## src/sv/cmdd_pkg.sv

```systemverilog
package cmdd_pkg;

  localparam int CNT_W     = 7;
  localparam int HDR_BYTES = 10;
  localparam int IDX_OUT_W = 6;
  localparam int CFG_IDX_W = 2;

  localparam logic [15:0] FRAME_MAGIC = 16'h2934;
  localparam logic [15:0] CRC_POLY    = 16'h1021;
  localparam logic [15:0] CRC_INIT    = 16'hFFFF;
  localparam logic [15:0] CRC_TOP     = 16'h8000;

  localparam logic [CFG_IDX_W-1:0] CFG_OWN_ADDR = CFG_IDX_W'(0);
  localparam logic [CFG_IDX_W-1:0] CFG_OWN_PORT = CFG_IDX_W'(1);

  typedef logic [2:0] status_t;
  localparam status_t ST_GOOD      = 3'd0;
  localparam status_t ST_OWN       = 3'd1;
  localparam status_t ST_SHORT     = 3'd2;
  localparam status_t ST_BAD_MAGIC = 3'd3;
  localparam status_t ST_BAD_CRC   = 3'd4;

  // controller -> datapath
  typedef struct packed {
    logic take_byte;
    logic load_single;
    logic burst_load;
    logic clear_frame;
    logic ptr_clr;
  } ctl_cmd_t;

  // datapath -> controller
  typedef struct packed {
    logic out_free;
    logic good_data;
    logic ptr_last;
  } dp_stat_t;

  function automatic logic [15:0] crc_add_byte(input logic [15:0] crc_in,
                                               input logic [7:0] b);
    logic [15:0] c;
    c = crc_in ^ {b, 8'h00};
    for (int i = 0; i < 8; i++) begin
      if ((c & CRC_TOP) != 16'h0000) c = (c << 1) ^ CRC_POLY;
      else c = c << 1;
    end
    return c;
  endfunction

endpackage

```

## src/sv/can_mcast_datagram_deframer.sv

```systemverilog
// Datagram deframer for CAN frames carried over UDP multicast.
// Input channel (in_valid / in_stall): one datagram byte per request, with
// in_last_byte on the final byte and the datagram's source address and port.
// Configuration channel (cfg_valid / cfg_ready, always ready): index 0 sets
// the own source address, index 1 the own source port; other indexes ignored.
// Result channel (out_valid / out_stall): one status result for a dropped or
// rejected datagram, or one result per data byte for a good frame (a single
// result with out_byte_valid low when it has no data).
// Throughput: header and data bytes are taken one per cycle in S_RX. A
// status result is registered on the edge that takes the final byte.
// A good frame first passes S_PREP, where the first data-store read is
// made; its data results are then loaded in S_BURST, one byte per cycle
// while the output register is free, from the data store, which has one
// write and one read port. Input is held stalled through S_PREP and the
// burst; the next byte is taken once the last data result is loaded.
// A final byte is stalled while the previous result waits in the output
// register; other bytes keep flowing. out_stall holds the output register.
// Reset clears the frame state, the error counter and the configuration; the
// data store needs no clearing.
module can_mcast_datagram_deframer #(
  parameter int MAX_DATA = 64
) (
  input  logic                          clk,
  input  logic                          rst_n,
  input  logic                          in_valid,
  output logic                          in_stall,
  input  logic [7:0]                    in_rx_byte,
  input  logic                          in_last_byte,
  input  logic [31:0]                   in_source_addr,
  input  logic [15:0]                   in_source_port,
  input  logic                          cfg_valid,
  output logic                          cfg_ready,
  input  logic [cmdd_pkg::CFG_IDX_W-1:0] cfg_index,
  input  logic [31:0]                   cfg_data,
  output logic                          out_valid,
  input  logic                          out_stall,
  output logic [2:0]                    out_status,
  output logic [31:0]                   out_frame_id,
  output logic [6:0]                    out_payload_len,
  output logic [5:0]                    out_byte_index,
  output logic [7:0]                    out_data_byte,
  output logic                          out_byte_valid,
  output logic                          out_last_result,
  output logic [31:0]                   out_error_count
);

  cmdd_pkg::ctl_cmd_t cmd;
  cmdd_pkg::dp_stat_t stat;

  assign cfg_ready = 1'b1;

  cmdd_ctrl u_ctrl (
    .clk          (clk),
    .rst_n        (rst_n),
    .in_valid     (in_valid),
    .in_last_byte (in_last_byte),
    .in_stall     (in_stall),
    .stat         (stat),
    .cmd          (cmd)
  );

  cmdd_datapath #(
    .MAX_DATA (MAX_DATA)
  ) u_dp (
    .clk             (clk),
    .rst_n           (rst_n),
    .cmd             (cmd),
    .stat            (stat),
    .in_rx_byte      (in_rx_byte),
    .in_source_addr  (in_source_addr),
    .in_source_port  (in_source_port),
    .cfg_valid       (cfg_valid),
    .cfg_index       (cfg_index),
    .cfg_data        (cfg_data),
    .out_stall       (out_stall),
    .out_valid       (out_valid),
    .out_status      (out_status),
    .out_frame_id    (out_frame_id),
    .out_payload_len (out_payload_len),
    .out_byte_index  (out_byte_index),
    .out_data_byte   (out_data_byte),
    .out_byte_valid  (out_byte_valid),
    .out_last_result (out_last_result),
    .out_error_count (out_error_count)
  );

endmodule

```

## src/sv/cmdd_datapath.sv

```systemverilog
module cmdd_datapath #(
  parameter int MAX_DATA = 64
) (
  input  logic                          clk,
  input  logic                          rst_n,
  input  cmdd_pkg::ctl_cmd_t            cmd,
  output cmdd_pkg::dp_stat_t            stat,
  input  logic [7:0]                    in_rx_byte,
  input  logic [31:0]                   in_source_addr,
  input  logic [15:0]                   in_source_port,
  input  logic                          cfg_valid,
  input  logic [cmdd_pkg::CFG_IDX_W-1:0] cfg_index,
  input  logic [31:0]                   cfg_data,
  input  logic                          out_stall,
  output logic                          out_valid,
  output logic [2:0]                    out_status,
  output logic [31:0]                   out_frame_id,
  output logic [6:0]                    out_payload_len,
  output logic [5:0]                    out_byte_index,
  output logic [7:0]                    out_data_byte,
  output logic                          out_byte_valid,
  output logic                          out_last_result,
  output logic [31:0]                   out_error_count
);

  localparam int IDX_W = (MAX_DATA > 1) ? $clog2(MAX_DATA) : 1;
  localparam logic [cmdd_pkg::CNT_W-1:0] HDR   = cmdd_pkg::CNT_W'(cmdd_pkg::HDR_BYTES);
  localparam logic [cmdd_pkg::CNT_W-1:0] FULL  =
    cmdd_pkg::CNT_W'(cmdd_pkg::HDR_BYTES + MAX_DATA);

  logic [31:0] own_addr_r;
  logic [15:0] own_port_r;

  logic [cmdd_pkg::CNT_W-1:0] cnt_r, cnt_upd;
  logic [15:0] crc_r, crc_upd;
  logic [15:0] magic_r, magic_upd;
  logic [15:0] hcrc_r, hcrc_upd;
  logic [31:0] id_r, id_upd;
  logic [31:0] err_r, err_nxt;

  logic [7:0] data_store [MAX_DATA];
  logic [7:0] q_r;
  logic [IDX_W-1:0] ptr_r, rd_addr, wr_idx;
  logic wr_en;

  logic [cmdd_pkg::CNT_W-1:0] len_r;
  cmdd_pkg::status_t cls;
  logic [cmdd_pkg::CNT_W-1:0] len_upd;

  logic out_valid_r;
  logic [2:0] status_r;
  logic [31:0] id_out_r, err_out_r;
  logic [6:0] len_out_r;
  logic [5:0] idx_out_r;
  logic [7:0] byte_out_r;
  logic bvalid_r, last_r;

  // frame header / crc update for the byte being taken
  always_comb begin
    cnt_upd   = cnt_r;
    crc_upd   = crc_r;
    magic_upd = magic_r;
    hcrc_upd  = hcrc_r;
    id_upd    = id_r;
    wr_en     = 1'b0;
    wr_idx    = IDX_W'(cnt_r - HDR);
    if (cnt_r < FULL) begin
      cnt_upd = cnt_r + 1'b1;
      case (cnt_r)
        7'd0: magic_upd[7:0]  = in_rx_byte;
        7'd1: magic_upd[15:8] = in_rx_byte;
        7'd2: hcrc_upd[7:0]   = in_rx_byte;
        7'd3: hcrc_upd[15:8]  = in_rx_byte;
        7'd6: id_upd[7:0]     = in_rx_byte;
        7'd7: id_upd[15:8]    = in_rx_byte;
        7'd8: id_upd[23:16]   = in_rx_byte;
        7'd9: id_upd[31:24]   = in_rx_byte;
        default: wr_en = (cnt_r >= HDR);
      endcase
      if (cnt_r >= 7'd4) crc_upd = cmdd_pkg::crc_add_byte(crc_r, in_rx_byte);
    end
  end

  // classification on the final byte
  always_comb begin
    len_upd = cnt_upd - HDR;
    if (in_source_addr == own_addr_r && in_source_port == own_port_r)
      cls = cmdd_pkg::ST_OWN;
    else if (cnt_upd < HDR)
      cls = cmdd_pkg::ST_SHORT;
    else if (magic_upd != cmdd_pkg::FRAME_MAGIC)
      cls = cmdd_pkg::ST_BAD_MAGIC;
    else if (hcrc_upd != crc_upd)
      cls = cmdd_pkg::ST_BAD_CRC;
    else
      cls = cmdd_pkg::ST_GOOD;
  end

  assign len_r = cnt_r - HDR;

  always_comb begin
    err_nxt = err_r;
    if (cmd.load_single && cls != cmdd_pkg::ST_GOOD && cls != cmdd_pkg::ST_OWN)
      err_nxt = err_r + 32'd1;
  end

  assign stat.out_free  = !out_valid_r || !out_stall;
  assign stat.good_data = (cls == cmdd_pkg::ST_GOOD) && (len_upd != '0);
  assign stat.ptr_last  = (cmdd_pkg::CNT_W'(ptr_r) + 1'b1) == len_r;

  // keep q_r equal to the entry at ptr_r
  assign rd_addr = cmd.burst_load ? ptr_r + 1'b1 : ptr_r;

  always_ff @(posedge clk) begin
    if (cmd.take_byte && wr_en) data_store[wr_idx] <= in_rx_byte;
    q_r <= data_store[rd_addr];
  end

  always_ff @(posedge clk) begin
    if (!rst_n) begin
      own_addr_r <= '0;
      own_port_r <= '0;
      err_r      <= '0;
      cnt_r      <= '0;
      crc_r      <= cmdd_pkg::CRC_INIT;
      magic_r    <= '0;
      hcrc_r     <= '0;
      id_r       <= '0;
      ptr_r      <= '0;
      out_valid_r <= 1'b0;
    end else begin
      if (cfg_valid) begin
        if (cfg_index == cmdd_pkg::CFG_OWN_ADDR) own_addr_r <= cfg_data;
        if (cfg_index == cmdd_pkg::CFG_OWN_PORT) own_port_r <= cfg_data[15:0];
      end
      err_r <= err_nxt;
      if (cmd.clear_frame) begin
        cnt_r   <= '0;
        crc_r   <= cmdd_pkg::CRC_INIT;
        magic_r <= '0;
        hcrc_r  <= '0;
        id_r    <= '0;
      end else if (cmd.take_byte) begin
        cnt_r   <= cnt_upd;
        crc_r   <= crc_upd;
        magic_r <= magic_upd;
        hcrc_r  <= hcrc_upd;
        id_r    <= id_upd;
      end
      if (cmd.ptr_clr) ptr_r <= '0;
      else if (cmd.burst_load) ptr_r <= ptr_r + 1'b1;
      if (cmd.load_single || cmd.burst_load) out_valid_r <= 1'b1;
      else if (!out_stall) out_valid_r <= 1'b0;
    end
  end

  always_ff @(posedge clk) begin
    if (cmd.load_single) begin
      status_r   <= cls;
      id_out_r   <= (cls == cmdd_pkg::ST_GOOD) ? id_upd : 32'd0;
      len_out_r  <= '0;
      idx_out_r  <= '0;
      byte_out_r <= '0;
      bvalid_r   <= 1'b0;
      last_r     <= 1'b1;
      err_out_r  <= err_nxt;
    end else if (cmd.burst_load) begin
      status_r   <= cmdd_pkg::ST_GOOD;
      id_out_r   <= id_r;
      len_out_r  <= len_r;
      idx_out_r  <= cmdd_pkg::IDX_OUT_W'(ptr_r);
      byte_out_r <= q_r;
      bvalid_r   <= 1'b1;
      last_r     <= stat.ptr_last;
      err_out_r  <= err_r;
    end
  end

  assign out_valid       = out_valid_r;
  assign out_status      = status_r;
  assign out_frame_id    = id_out_r;
  assign out_payload_len = len_out_r;
  assign out_byte_index  = idx_out_r;
  assign out_data_byte   = byte_out_r;
  assign out_byte_valid  = bvalid_r;
  assign out_last_result = last_r;
  assign out_error_count = err_out_r;

endmodule

```

## src/sv/cmdd_ctrl.sv

```systemverilog
module cmdd_ctrl (
  input  logic               clk,
  input  logic               rst_n,
  input  logic               in_valid,
  input  logic               in_last_byte,
  output logic               in_stall,
  input  cmdd_pkg::dp_stat_t stat,
  output cmdd_pkg::ctl_cmd_t cmd
);

  typedef enum logic [1:0] {
    S_RX,
    S_PREP,
    S_BURST
  } state_t;

  state_t state_r, state_nxt;
  logic accept;

  always_comb begin
    state_nxt = state_r;
    cmd       = '0;
    in_stall  = 1'b1;
    accept    = 1'b0;
    case (state_r)
      S_RX: begin
        // hold the final byte until the output register can take its result
        in_stall = in_last_byte && !stat.out_free;
        accept   = in_valid && !in_stall;
        cmd.take_byte = accept;
        if (accept && in_last_byte) begin
          if (stat.good_data) begin
            cmd.ptr_clr = 1'b1;
            state_nxt   = S_PREP;
          end else begin
            cmd.load_single = 1'b1;
            cmd.clear_frame = 1'b1;
          end
        end
      end
      S_PREP: begin
        // first data read is in flight
        state_nxt = S_BURST;
      end
      S_BURST: begin
        if (stat.out_free) begin
          cmd.burst_load = 1'b1;
          if (stat.ptr_last) begin
            cmd.clear_frame = 1'b1;
            state_nxt       = S_RX;
          end
        end
      end
      default: state_nxt = S_RX;
    endcase
  end

  always_ff @(posedge clk) begin
    if (!rst_n) begin
      state_r <= S_RX;
    end else begin
      state_r <= state_nxt;
    end
  end

endmodule
```

## config.mk

```make
export PLATFORM = sky130hd
export DESIGN_NAME = can_mcast_datagram_deframer
export DESIGN_NICKNAME = d
export VERILOG_FILES = /design/src/sv/cmdd_pkg.sv /design/src/sv/can_mcast_datagram_deframer.sv /design/src/sv/cmdd_datapath.sv /design/src/sv/cmdd_ctrl.sv
export SDC_FILE = /design/constraint.sdc
export NUM_CORES = 1
export LEC_CHECK = 0
export BUFFER_PORTS_ARGS = -buffer_cell sky130_fd_sc_hd__buf_2
export CELL_PAD_IN_SITES_DETAIL_PLACEMENT = 0
export CELL_PAD_IN_SITES_GLOBAL_PLACEMENT = 2
export CORE_ASPECT_RATIO = 1.2
export CORE_UTILIZATION = 44
export DETAILED_ROUTE_END_ITERATION = 8
export HOLD_SLACK_MARGIN = 0.15
export PLACE_DENSITY_LB_ADDON = 0.1
export SETUP_SLACK_MARGIN = 0.15
export SLEW_MARGIN = 10
export SYNTH_ARGS = -nofsm -noshare
export SYNTH_HDL_FRONTEND = slang
export SYNTH_SLANG_ARGS = --single-unit
```

## constraint.sdc

```tcl
create_clock -name clk -period 6.47 [get_ports clk]
set_clock_uncertainty 0.05 [all_clocks]
set_input_delay 0.9705 -clock clk [delete_from_list [all_inputs] [get_ports clk]]
set_output_delay 0.9705 -clock clk [all_outputs]
set_load 0.02 [all_outputs]
```

**After elaboration in Yosys (flattened, before gate mapping)**

Memories as Yosys holds them, arrays and structs flattened. A register that Yosys moved wholly into a read port is not among the register bits.
Index checks and enable logic that the tools add are counted.

- Input port bits: 96
- Register bits: 266
- Bits in latches: 0
- RAM bits: 512
- Logic and storage cells: 159
- Memory bits (read-only): 0
- Memories: 1

- $mul: 0
- Reduce and logical (&&, ||, !) cells: 27
- Divide/modulo/power cells: 0
- Order comparisons: 4
- Multiplexer cells: 71
- Bitwise logic cells: 10
- Shift-type cells: 0
- Equal/unequal tests: 21
- Add/sub/neg operators: 6

Memory list:

| memory | depth | bits a word | read ports | clocked after memory_dff | wr ports | line | text |
|---|---|---|---|---|---|---|---|
| u_dp.data_store | 64 | 8 | 1 | 1 | 1 | cmdd_datapath.sv:41 | `logic [7:0] data_store [MAX_DATA];` |

Operator list:

| kind | count |
|---|---|
| 2-to-1 mux 16 bit | 18 |
| 2-to-1 mux 32 bit | 7 |
| 2-to-1 mux 13 bit | 8 |
| 2-to-1 mux 8 bit | 8 |
| adder 32 x 1 -> 32 bit (second input constant) | 1 |
| equality test 32 bit | 1 |
| inverter 3 bit | 8 |
| 2-to-1 mux 3 bit | 6 |
| equality test 16 bit | 1 |
| inequality test 16 x 14 -> 1 bit (second input constant) | 1 |
| inequality test 16 bit | 1 |
| XOR 16 bit | 1 |
| equality test 7 x 2 -> 1 bit (second input constant) | 2 |
| equality test 7 x 3 -> 1 bit (second input constant) | 2 |
| equality test 7 x 4 -> 1 bit (second input constant) | 2 |
| 2-to-1 mux 2 bit | 7 |
| subtractor 7 x 4 -> 7 bit (second input constant) | 2 |
| 2-to-1 mux 1 bit | 13 |
| logical AND 1 bit | 8 |
| OR reduction 8 bit | 1 |
| adder 6 x 1 -> 7 bit (second input constant) | 1 |
| adder 7 x 1 -> 7 bit (second input constant) | 1 |
| equality test 7 x 1 -> 1 bit (second input constant) | 1 |
| equality test 7 bit | 1 |
| 26 further kinds | 37 |

**Longest topological paths before layout**

Gate-level depths: netlist of run 1.

- Depth in word-level cells: 47
- Gate-level depth with buffers: 17
- Mapped depth without buffers: 13

**Hierarchy**

A second synthesis of run 1 with hierarchy kept.

- Cells, all modules: 2303
- Area, all modules: 32750.2 µm²

Modules (own cells, without submodules):

| module | instances | cells an instance | area each (µm²) |
|---|---|---|---|
| cmdd_datapath | 1 | 2280 | 32595.0 |
| cmdd_ctrl | 1 | 21 | 143.9 |
| can_mcast_datagram_deframer | 1 | 2 | 11.3 |

**Worst setup path before layout of run 1**

No wires, ideal clock.

- Path type: input to register
- From: input port in_rx_byte[7]
- To: register u_dp.err_out_r[0], in the netlist u_dp.out_error_count[0], enable pin
- Path slack: 1.646 ns
- Required time: 5.999 ns
- Arrival: 4.353 ns
- Setup time: 0.421 ns
- Cell stages on the path: 11
- Cells stage by stage: clkbuf_1 xnor2_1 xnor3_1 nor3_1 o21ai_0 nor4b_1 and4_1 nand4_1 buf_2 a21oi_1 inv_1

- Longest elaborated chain between the ends: 37
- Elaborated cells between the ends (all ways): 45

Ends and longest elaborated chain:

| item | line | text |
|---|---|---|
| start, declared | can_mcast_datagram_deframer.sv:27 | `input logic [7:0] in_rx_byte,` |
| XOR 16 bit | cmdd_pkg.sv:42 | `c = crc_in ^ {b, 8'h00};` |
| 2-to-1 mux 13 bit | cmdd_pkg.sv:44 | `if ((c & CRC_TOP) != 16'h0000) c = (c << 1) ^ CRC_POLY;` |
| 2-to-1 mux 16 bit | cmdd_datapath.sv:80 | `if (cnt_r >= 7'd4) crc_upd = cmdd_pkg::crc_add_byte(crc_r, in_rx_byte);` |
| 2-to-1 mux 16 bit | cmdd_datapath.sv:67 | `if (cnt_r < FULL) begin` |
| 2-to-1 mux 13 bit | cmdd_pkg.sv:44 |  |
| 2-to-1 mux 16 bit | cmdd_datapath.sv:80 |  |
| 2-to-1 mux 16 bit | cmdd_datapath.sv:67 |  |
| 2-to-1 mux 13 bit | cmdd_pkg.sv:44 |  |
| (+21 left out) | -- |  |
| 2-to-1 mux 3 bit * | cmdd_datapath.sv:89 | `else if (cnt_upd < HDR)` |
| 2-to-1 mux 3 bit * | cmdd_datapath.sv:87 | `if (in_source_addr == own_addr_r && in_source_port == own_port_r)` |
| logical NOT 3 bit * | cmdd_datapath.sv:108 | `assign stat.good_data = (cls == cmdd_pkg::ST_GOOD) && (len_upd != '0);` |
| logical AND 1 bit * | cmdd_datapath.sv:108 |  |
| 2-to-1 mux 1 bit * | cmdd_ctrl.sv:32 | `if (stat.good_data) begin` |
| 2-to-1 mux 1 bit * | cmdd_ctrl.sv:31 | `if (accept && in_last_byte) begin` |
| 2-to-1 mux 2 bit * | cmdd_ctrl.sv:25 | `case (state_r)` |
| nonzero test 2 bit (no source line) * | -- |  |
| end signal, assigned | cmdd_datapath.sv:166 | `err_out_r <= err_nxt;` |
| end signal, assigned | cmdd_datapath.sv:175 | `err_out_r <= err_r;` |
| end, declared | cmdd_datapath.sv:52 | `logic [31:0] id_out_r, err_out_r;` |

Every way passes the cells marked *; elsewhere a longest branch is shown, timed or not. The select of a mux whose other input is x is not followed.
A chain may end at the register's enable or synchronous reset.

**Worst setup path in the final report of run 1**

- From: register u_dp.cnt_r[0] (netlist name)
- To: register u_dp.id_out_r[9], in the netlist u_dp.out_frame_id[9], enable pin

- Longest elaborated chain between the ends: 14
- Elaborated cells between the ends (all ways): 31

Ends and longest elaborated chain:

| item | line | text |
|---|---|---|
| start, declared | cmdd_datapath.sv:34 | `logic [cmdd_pkg::CNT_W-1:0] cnt_r, cnt_upd;` |
| start signal, assigned | cmdd_datapath.sv:144 | `cnt_r <= cnt_upd;` |
| greater-or-equal comparator 7 x 3 -> 1 bit or equality test 7 x 2 -> 1 bit (tied branches) | cmdd_datapath.sv:80, cmdd_datapath.sv:69 |  |
| 2-to-1 mux 16 bit or 2-to-1 mux 8 bit (tied branches) | cmdd_datapath.sv:80, cmdd_datapath.sv:69 |  |
| 2-to-1 mux 16 bit | cmdd_datapath.sv:67 |  |
| inequality test 16 bit | cmdd_datapath.sv:93 | `else if (hcrc_upd != crc_upd)` |
| 2-to-1 mux 3 bit | cmdd_datapath.sv:93 |  |
| 2-to-1 mux 3 bit | cmdd_datapath.sv:91 | `else if (magic_upd != cmdd_pkg::FRAME_MAGIC)` |
| 2-to-1 mux 3 bit | cmdd_datapath.sv:89 |  |
| 2-to-1 mux 3 bit | cmdd_datapath.sv:87 |  |
| logical NOT 3 bit | cmdd_datapath.sv:108 |  |
| logical AND 1 bit * | cmdd_datapath.sv:108 |  |
| 2-to-1 mux 1 bit * | cmdd_ctrl.sv:32 |  |
| 2-to-1 mux 1 bit * | cmdd_ctrl.sv:31 |  |
| 2-to-1 mux 2 bit * | cmdd_ctrl.sv:25 |  |
| nonzero test 2 bit (no source line) * | -- |  |
| end signal, assigned | cmdd_datapath.sv:160 | `id_out_r <= (cls == cmdd_pkg::ST_GOOD) ? id_upd : 32'd0;` |
| end signal, assigned | cmdd_datapath.sv:169 | `id_out_r <= id_r;` |
| end, declared | cmdd_datapath.sv:52 |  |

Every way passes the cells marked *; elsewhere a longest branch is shown, timed or not.

==> results of run 1 <==
[worst min-delay path, cell delays in order (launching register included)]
cell and delay, ps:
sky130_fd_sc_hd__dfxtp_1 300, sky130_fd_sc_hd__nand2_1 50, sky130_fd_sc_hd__a21oi_1 50
[per-layer routing]
metal  global-route usage, %  share of wire (%)
met2                    37.7                 49
met1                    31.7                 43
met5                       0              0.040
met4                    6.34                2.1
met3                    3.53                5.6
[metrics by stage]
step | power [uW] | utilization, % | worst slack [ps] | hold slack, ps
3_5_place_dp | 5940 | 47.5 | 1550 | 375
6_report | 10900 | 51.6 | 1710 | 392
4_1_cts | 11000 | 51.6 | 1680 | 397
5_1_grt | 11200 | 51.6 | 1360 | 402
2_1_floorplan | 5760 | - | 1650 | 367
3_3_place_gp | 5940 | 47.5 | 1660 | 384
[cell usage in the layout (no fill, tap or decap), types with 17 or more instances in the layout]
| cell | Yosys | routed |
|---|---|---|
| sky130_fd_sc_hd__nand2_1 | 267 | 267 |
| sky130_fd_sc_hd__nor2_1 | 149 | 148 |
| sky130_fd_sc_hd__a21oi_1 | 150 | 149 |
| sky130_fd_sc_hd__xor2_1 | 72 | 69 |
| sky130_fd_sc_hd__nor3_1 | 18 | 18 |
| sky130_fd_sc_hd__o22ai_1 | 17 | 17 |
| sky130_fd_sc_hd__nand4_1 | 22 | 22 |
| sky130_fd_sc_hd__buf_4 | 2 | 34 |
| sky130_fd_sc_hd__o31ai_1 | 30 | 30 |
| sky130_fd_sc_hd__inv_1 | 34 | 32 |
| sky130_fd_sc_hd__xnor2_1 | 44 | 43 |
| sky130_fd_sc_hd__mux2i_1 | 35 | 34 |
| sky130_fd_sc_hd__clkbuf_16 | 0 | 85 |
| sky130_fd_sc_hd__nand3_1 | 62 | 62 |
| sky130_fd_sc_hd__buf_2 | 10 | 187 |
| sky130_fd_sc_hd__nor4_1 | 20 | 20 |
| sky130_fd_sc_hd__dfxtp_1 | 207 | 207 |
| sky130_fd_sc_hd__mux4_2 | 168 | 168 |
| sky130_fd_sc_hd__edfxtp_1 | 579 | 579 |
| sky130_fd_sc_hd__and3_1 | 23 | 23 |
[power by group]
part	internal (uW)	switching, uW	leakage, uW
clock network	3010	2020	0.00141
registers	5430	20.9	0.00692
logic	112	265	0.00469
[worst max-delay path by stage]
stage	cells after the start	slack [ps]	to
6_report	13	1710	u_dp.out_frame_id[9]$_DFFE_PP_
3_3_place_gp	12	1660	u_dp.out_frame_id[31]$_DFFE_PP_
2_1_floorplan	11	1650	u_dp.out_error_count[0]$_DFFE_PP_
3_5_place_dp	13	1550	u_dp.out_frame_id[19]$_DFFE_PP_
5_1_grt	13	1360	u_dp.out_frame_id[9]$_DFFE_PP_
4_1_cts	13	1680	u_dp.out_frame_id[9]$_DFFE_PP_
[sequential cells by signal, summed over array words and instances, names as in the netlist, 7 cells and up]
register and count:
u_dp.cnt_r 7, u_dp.crc_r 16, u_dp.data_store 512, u_dp.err_r 32, u_dp.hcrc_r 16, u_dp.id_r 32, u_dp.magic_r 16, u_dp.out_data_byte 8
u_dp.out_error_count 32, u_dp.out_frame_id 32, u_dp.out_payload_len 7, u_dp.own_addr_r 32, u_dp.own_port_r 16, u_dp.q_r 8
[kinds of logic (layout without fill, tap and decap cells)]
family          count (synthesis)  after routing  share of synthesized area (%)
xor+xnor                      120            120                           3.40
simple gates                  651            651                           9.53
mux                           206            206                           12.8
other cells                     1              1                         0.0115
flops                         786            786                           66.2
buf+inv                       163            413                           2.06
compound gates                289            289                           5.57
fa+ha+maj                      12             12                          0.461
[layout make-up]
type	count	area share [%]
Clock buffer	108	6.15
Tap cell	935	3.12
Inverter	34	0.340
Multi-Input combinational cell	1279	27.8
Clock inverter	45	1.67
Sequential cell	786	57.4
Timing Repair Buffer	226	3.44
==> results.md, run 1 <==
Clock network:
- After clock tree synthesis, the repair step resized 0 gates.
- The clock sink total is around 790.
- After clock tree synthesis, the setup repair step added 0 buffers.
- The clock slew seen by the registers of the worst setup and hold paths is 60 ps.
- TritonCTS built the clock tree.
- The H-tree was split into 3 levels.
- The worst-skew pair later-pin latency is 650 ps.
- The longest clock path from root to sink contains 3 buffers.
- The cts-stage hold buffer count is 0.
- The library cell used as clock root buffer is sky130_fd_sc_hd__clkbuf_16.
- In this run, CTS created clock tree buffers numbering 82.

Critical path:
- The sort of element at the end of the critical path is a register.
- The maximum fanout along the worst path is 34.
- The setup path with the least slack is of type reg2reg.
- The number of buffers and inverters on the critical path is 4.
- The depth of the worst register-to-register path is 13.
- The slowest library cell on the worst path is sky130_fd_sc_hd__inv_2.
- The cell repeated most along the worst path is sky130_fd_sc_hd__buf_4.
- The endpoint identified for the worst register-to-register timing path is u_dp.out_frame_id[9]$_DFFE_PP_.
- The signal on the critical path passes through inv_1, ha_1, nor4b_2, nand2_1, mux2_2, or3_1, and4b_1, and4_4, nand4_1, buf_4, a21oi_1, inv_2, buf_4.
- The worst setup path is launched from a register.
- Tracing the worst setup path back leads to its startpoint at u_dp.cnt_r[0]$_SDFFE_PP0P_.
- The data required time of the worst path is 6700 ps.
- The gate family responsible for the most delay along the worst path is simple AND/OR/NAND/NOR gates.
- The largest stage delay on the critical path is between 500 and 600 ps.
- The slack of the worst reg-to-reg path is 1710 ps.
- The startpoint identified for the worst register-to-register timing path is u_dp.cnt_r[0]$_SDFFE_PP0P_.
- Data on the critical path arrives at its endpoint at 4990 ps.

Cells and area:
- The multi-input combinational cells in the finished layout cover a total of 10400 um^2.
- Compared with the post-synthesis result, the final layout area differs by 15.2%.
- In the final design database the tool counted between 2000 and 3000 nets.
- The number of inserted diodes is 0.
- The register area is 21500 um^2.
- The count of fill cells added during filler insertion is 6134.
- The post-layout instance area is roughly 37000 um^2.
- The number of non-filler instances in the completed layout is approximately 3400.
- Cells with a size suffix above 1 make up 23.2% of the layout.

Yosys:
- The number of enable flip-flop cells after synthesis is 579.
- The post-synthesis cell count is 2228.
- After synthesis, the largest area contributor takes up roughly 53% of total cell area.
- The most repeated cell in the gate-level netlist after synthesis is sky130_fd_sc_hd__edfxtp_1.
- In the synthesized netlist the dominant register cell turns out to be sky130_fd_sc_hd__edfxtp_1.
- Yosys attributes the largest share of cell area to sky130_fd_sc_hd__edfxtp_1 (53%), sky130_fd_sc_hd__dfxtp_1 (13%), sky130_fd_sc_hd__mux4_2 (12%).
- sky130_fd_sc_hd__edfxtp_1 takes more of the synthesized area than any other cell.
- The netlist uses approximately 70 different library cells.
- The fraction of registers with async set/reset is 0%.
- In the synthesized netlist, the cells that appear most often are sky130_fd_sc_hd__edfxtp_1 (579), sky130_fd_sc_hd__nand2_1 (267), sky130_fd_sc_hd__dfxtp_1 (207).
- Sequential elements use 66.2% of the synthesized area.
- The Yosys step of the flow raised 0 warnings.
- A synthesized cell averages 14.6 um^2.
- In this run, synthesis produced a sequential element count of around 790.
- Counting every net in the synthesized netlist gives ~2300.
- The cell area that synthesis handed to floorplanning was 32500 um^2.

STA:
- The share of the cycle needed by the critical path after routing is 73.6%.
- The number of failing hold endpoints at the final stage is 0.
- After layout, the minimum clock period comes to ~4800 ps.
- The final number of max-transition violations came to 0.
- At the pin with the least slew margin, the transition time is approximately 1200 ps.
- Summed over all failing endpoints, the final setup total negative slack is 0 ps.
- Headroom to the max-slew limit came out at 21.7%.
- Setup repair after global routing left no endpoint under its margin.
- Setup violations remaining at the end of the flow were counted as 0.
- The top achievable clock speed is 0.210 GHz.

Floorplan:
- The die is 250 um wide.
- The total core area is a little over 70000 um^2.
- The floorplan has about 110 rows.
- The die covers roughly 75000 um^2.
- 189 I/O pins were placed.
- The initial utilization of the core area, before any placement, comes to 44.8%.
- The height of the chip is around 300 um.

Route:
- The final wirelength is between 80000 and 90000 um.
- After the first detailed-routing iteration, the DRC count stood at roughly 1600.
- The via count is about 20000.
- The per-cell routed wire length is 25.1 um.
- After detailed routing, the number of remaining DRC violations is 0.
- Dividing the detail-routed via count by the number of cells gives around 5.7.
- The length of the first detailed-routing pass in iterations is 5.
- The number of routed nets with antenna violations is 0.

Power:
- Power spread over the standard cell area amounts to 290 nW/um^2.
- For this design the static power due to leakage is 0.0130 uW.
- The peak ir drop on the vdd network is 0.263 mV.

Global routing:
- The number of global-route vias before repair came to 19200.
- The initial antenna violation count came to 4.
- The first global-routing pass estimated 127000 um of wire.
- The largest net degree at the start of global routing is 78.
- Global routing finished with a remaining overflow of 0.
- The aggregate global-route resource usage is about 23%.

Min path:
- The worst hold path endpoint is u_dp.out_data_byte[4]$_SDFFE_PN0P_.
- The path type of the worst min-delay path is reg2reg.
- The startpoint of the most critical hold path is u_dp.q_r[4]$_DFF_P_.
- Counting instances, the worst hold path has a depth of 2.

Place:
- The weighted congestion reported at the end of routability-driven placement is a little under 0.9.
- The placed instance area is 34600 um^2.
- The sum of net half-perimeters after detailed placement is approximately 57000 um.
- The count of input and output buffers is 187.
- The number of cells in the design after placement is 3260.

Flow run:
- The tool flagged a number of max-cap violations equal to 0.

Status:
- The run finished with clean final reports.
Note: power is estimated with default switching activity, not from simulation.
==> run 2, diff against run 1 <==
Settings changed: ABC_AREA set to 1, CORE_UTILIZATION 44 to 40.
Clock period 6.47 ns to 5 ns, I/O delays scaled along.
==> run 2 against run 1 <==
  * Synthesized area increased by 3.9%
  * Fmax is 12% higher
  * Core utilization is 5.2 points lower
  * Die area grew 14%
  * Hold slack lost 84 ps
  * Via count rose by 30%
  * Non-clock buffer count increased by 14
  * Sequential cell count stayed put
  * Final cell count increased by 39%
  * Critical endpoint is now u_dp.out_error_count[21]$_DFFE_PP_
==> results.md, run 2 <==
Power:
- The ratio of total power to cell area is 370 nW/um^2.
- The leakage component of the power is approximately 0.014 uW.
- The worst-case IR drop observed on VDD is 0.264 mV.

Floorplan:
- The standard-cell row count is approximately 120.
- The area of the die is 85700 um^2.
- The floorplan step set the die height to ~320 um.
- The core region is 83600 um^2.
- The initial standard-cell utilization of the core is 40.4%.
- The die extent in x is 267 um.
- Pin placement for this block handled 189 I/O pins.

Route:
- The detailed router finished its first iteration with between 1500 and 2000 violations.
- The number of routed nets with antenna violations is 0.
- The final wirelength is 103000 um.
- The via count is 25400.
- The length of the first detailed-routing pass in iterations is 5.
- Dividing the detail-routed via count by the number of cells gives 5.35.
- After detailed routing, the number of remaining DRC violations is 0.
- In the final routed layout, each cell accounts on average for about 22 um.

Global routing:
- The total grt overflow is 0.
- Global routing consumed, over all layers together, between 20% and 30% of the routing resources.
- The largest net degree at the start of global routing is 130.
- The number of global-route vias before repair is 24300.
- The initial antenna violation count was 5.
- The global-route wire length before repair is 154000 um.

STA:
- The final number of max-transition violations is 0.
- The sum of negative setup slack is 0 ps.
- Derived from the worst setup path, the maximum achievable clock frequency is 0.236 GHz.
- The normalized max-slew margin is 17.9%.
- The worst-margin pin slew is 1230 ps.
- Setup violations remaining at the end of the flow were counted as 0.
- The number of failing hold endpoints at the final stage is 0.
- The minimum clock period after layout is 4240 ps.
- The share of the cycle needed by the critical path after routing is 84.8%.
- Setup repair after global routing left no endpoint under its margin.

Clock network:
- In this run the clock root is driven by a sky130_fd_sc_hd__clkbuf_16.
- Counting along the longest clock path gives a buffer depth of 3.
- Buffers inserted during clock tree synthesis total 83.
- The worst-skew pair later-pin latency is 650 ps.
- The clock sink total is 786.
- Hold repair after CTS inserted 0 buffers.
- The clock slew seen by the registers of the worst setup and hold paths is ~70 ps.
- The number of H-tree levels is 3.
- TritonCTS built the clock tree.

Yosys:
- The warning count from the yosys run is 0.
- The post-synthesis net count is 3536.
- The number of enable flip-flop cells after synthesis is 579.
- Ranked by total cell area, the synthesized netlist is headed by sky130_fd_sc_hd__edfxtp_1 (51%), sky130_fd_sc_hd__dfxtp_1 (12%), sky130_fd_sc_hd__nand2_1 (7.1%).
- In the synthesized netlist, the number of instances is 3428.
- The total of flip-flops plus latches after synthesis is 786.
- The top flip-flop cell by instance count after synthesis is sky130_fd_sc_hd__edfxtp_1.
- The mean instance size in the synthesized netlist is 9.86 um^2.
- The cell area that synthesis handed to floorplanning was 33800 um^2.
- In this run the biggest area consumer among cell types represents between 50 and 60% of the synthesized area.
- Sequential cells were found to cover 63.7% of the synthesized design area.
- The dominant cell type by area after synthesis is sky130_fd_sc_hd__edfxtp_1.
- The fraction of registers with async set/reset is 0%.
- The most repeated cell in the gate-level netlist after synthesis is sky130_fd_sc_hd__nand2_1.
- In the synthesized netlist, the cells that appear most often are sky130_fd_sc_hd__nand2_1 (636), sky130_fd_sc_hd__nor2_1 (612), sky130_fd_sc_hd__edfxtp_1 (579).
- After synthesis, the netlist uses 36 different library cells.

Critical path:
- STA classifies the critical path startpoint as a register.
- In this run the worst path has a maximum fanout of between 50 and 60.
- STA classifies the critical path endpoint as a register.
- Data on the critical path is required at its endpoint by 5300 ps.
- At the worst endpoint, the arrival time is 4540 ps.
- The worst setup path is of the reg2reg kind.

Cells and area:
- The register with the most flip-flops in the layout has 512 of them.
- The share of layout cells above drive strength 1 is 11.0%.
- Across the whole layout, storage elements account for approximately 22000 um^2.
- The filler cells instantiated in the layout total 7918.
- The multi-input combinational cell area is 11000 um^2.
- The post-layout instance area is 38700 um^2.
- In the layout the commonest cells are sky130_fd_sc_hd__nand2_1 (634), sky130_fd_sc_hd__nor2_1 (612), sky130_fd_sc_hd__edfxtp_1 (579), sky130_fd_sc_hd__o21ai_0 (446), sky130_fd_sc_hd__dfxtp_1 (207).
- The register name with the most flops is u_dp.data_store.
- Relative to the synthesized area, the layout overhead comes to 14.6%.
- After the last flow step, the layout net total stands at 3671.
- The library cell used most frequently in the layout, excluding fill and tap cells, is sky130_fd_sc_hd__nand2_1.

Place:
- The count of buffers added on input and output ports is 187.
- The placed instance area is 36000 um^2.
- The weighted congestion reported at the end of routability-driven placement is about 0.85.
- The sum of net half-perimeters after detailed placement is approximately 67000 um.

Min path:
- The worst hold path belongs to the class in2reg.

Status:
- The run finished with clean final reports.

Flow run:
- The number of maximum-capacitance constraint violations is 0.
[run 2: routing by layer]
layer	vias up	global-route usage, %	wire (um)
li1	12200	-	-
met1	12400	32.0	45200
met2	684	40.6	50200
met3	150	3.19	4810
met4	4	7.83	2900
met5	-	0	26
[run 2: cell type report]
cell class	count	area share (%)
Inverter	155	1.53
Clock buffer	110	5.79
Multi-Input combinational cell	2297	28.4
Antenna cell	2	0.0129
Clock inverter	43	1.29
Sequential cell	786	55.6
Tap cell	1121	3.62
Timing Repair Buffer	240	3.77
[run 2: where the power goes]
part	leakage (uW)	internal [uW]	switching (uW)	total, uW
sequential	0.00694	7090	60.5	7150
clock	0.00131	3650	2640	6290
combinational	0.00587	256	636	892
[run 2: cells by family after synthesis]
family | share of synthesized area [%]
buffers and inverters | 3.96
xor gates and xnor gates | 2.20
adders and majority gates | 0.444
and+or+nand+nor | 17.5
AOI/OAI and AO/OA | 12.1
DFF | 63.7
other | 0.0111
[run 2: path summary, 6_finish.rpt]
| kind | from | endpoint | slack, ps | cells after the start |
|---|---|---|---|---|
| worst max-delay path | u_dp.cnt_r[1]$_SDFFE_PP0P_ | u_dp.out_error_count[21]$_DFFE_PP_ | 760 | 18 |
| worst min-delay path | cfg_data[3] | u_dp.own_port_r[3]$_SDFFE_PN0P_ | 310 | 3 |
| worst max register to register | u_dp.cnt_r[1]$_SDFFE_PP0P_ | u_dp.out_error_count[21]$_DFFE_PP_ | 760 | 18 |
| worst min register to register | u_dp.q_r[1]$_DFF_P_ | u_dp.out_data_byte[1]$_SDFFE_PN0P_ | 420 | 2 |
[run 2: worst max-delay path, stage by stage, from the launching register on]
cell and delay, ps:
sky130_fd_sc_hd__dfxtp_1 400, sky130_fd_sc_hd__inv_1 230, sky130_fd_sc_hd__ha_1 210, sky130_fd_sc_hd__inv_1 50
sky130_fd_sc_hd__nand2_2 80, sky130_fd_sc_hd__nand2_1 90, sky130_fd_sc_hd__nand2_2 210, sky130_fd_sc_hd__inv_2 120
sky130_fd_sc_hd__nor2_4 430, sky130_fd_sc_hd__nand3_1 170, sky130_fd_sc_hd__nand3_1 90, sky130_fd_sc_hd__nand2_1 60
sky130_fd_sc_hd__nor2_1 150, sky130_fd_sc_hd__nand2_1 100, sky130_fd_sc_hd__nor2_2 200, sky130_fd_sc_hd__nand4_1 140
sky130_fd_sc_hd__nand2_2 420, sky130_fd_sc_hd__nand2_2 330, sky130_fd_sc_hd__buf_12 290
[run 2: repair_timing]
item                                    in CTS  in global routing
setup buffers                                0                  0
gates resized for setup                      0                  2
endpoints found under the setup margin       0                 13
[run 2: through the flow]
stage	util (%)	setup WS [ps]	cells	total power (uW)	hold WS (ps)
final	46.3	761	4754	14300	307
after global routing	46.3	385	4754	14800	321
after CTS	46.3	427	4752	14500	266
after detailed placement	43.0	509	4599	8190	401
after global placement	43.0	659	4599	8180	402
after floorplan	-	586	3428	7830	381
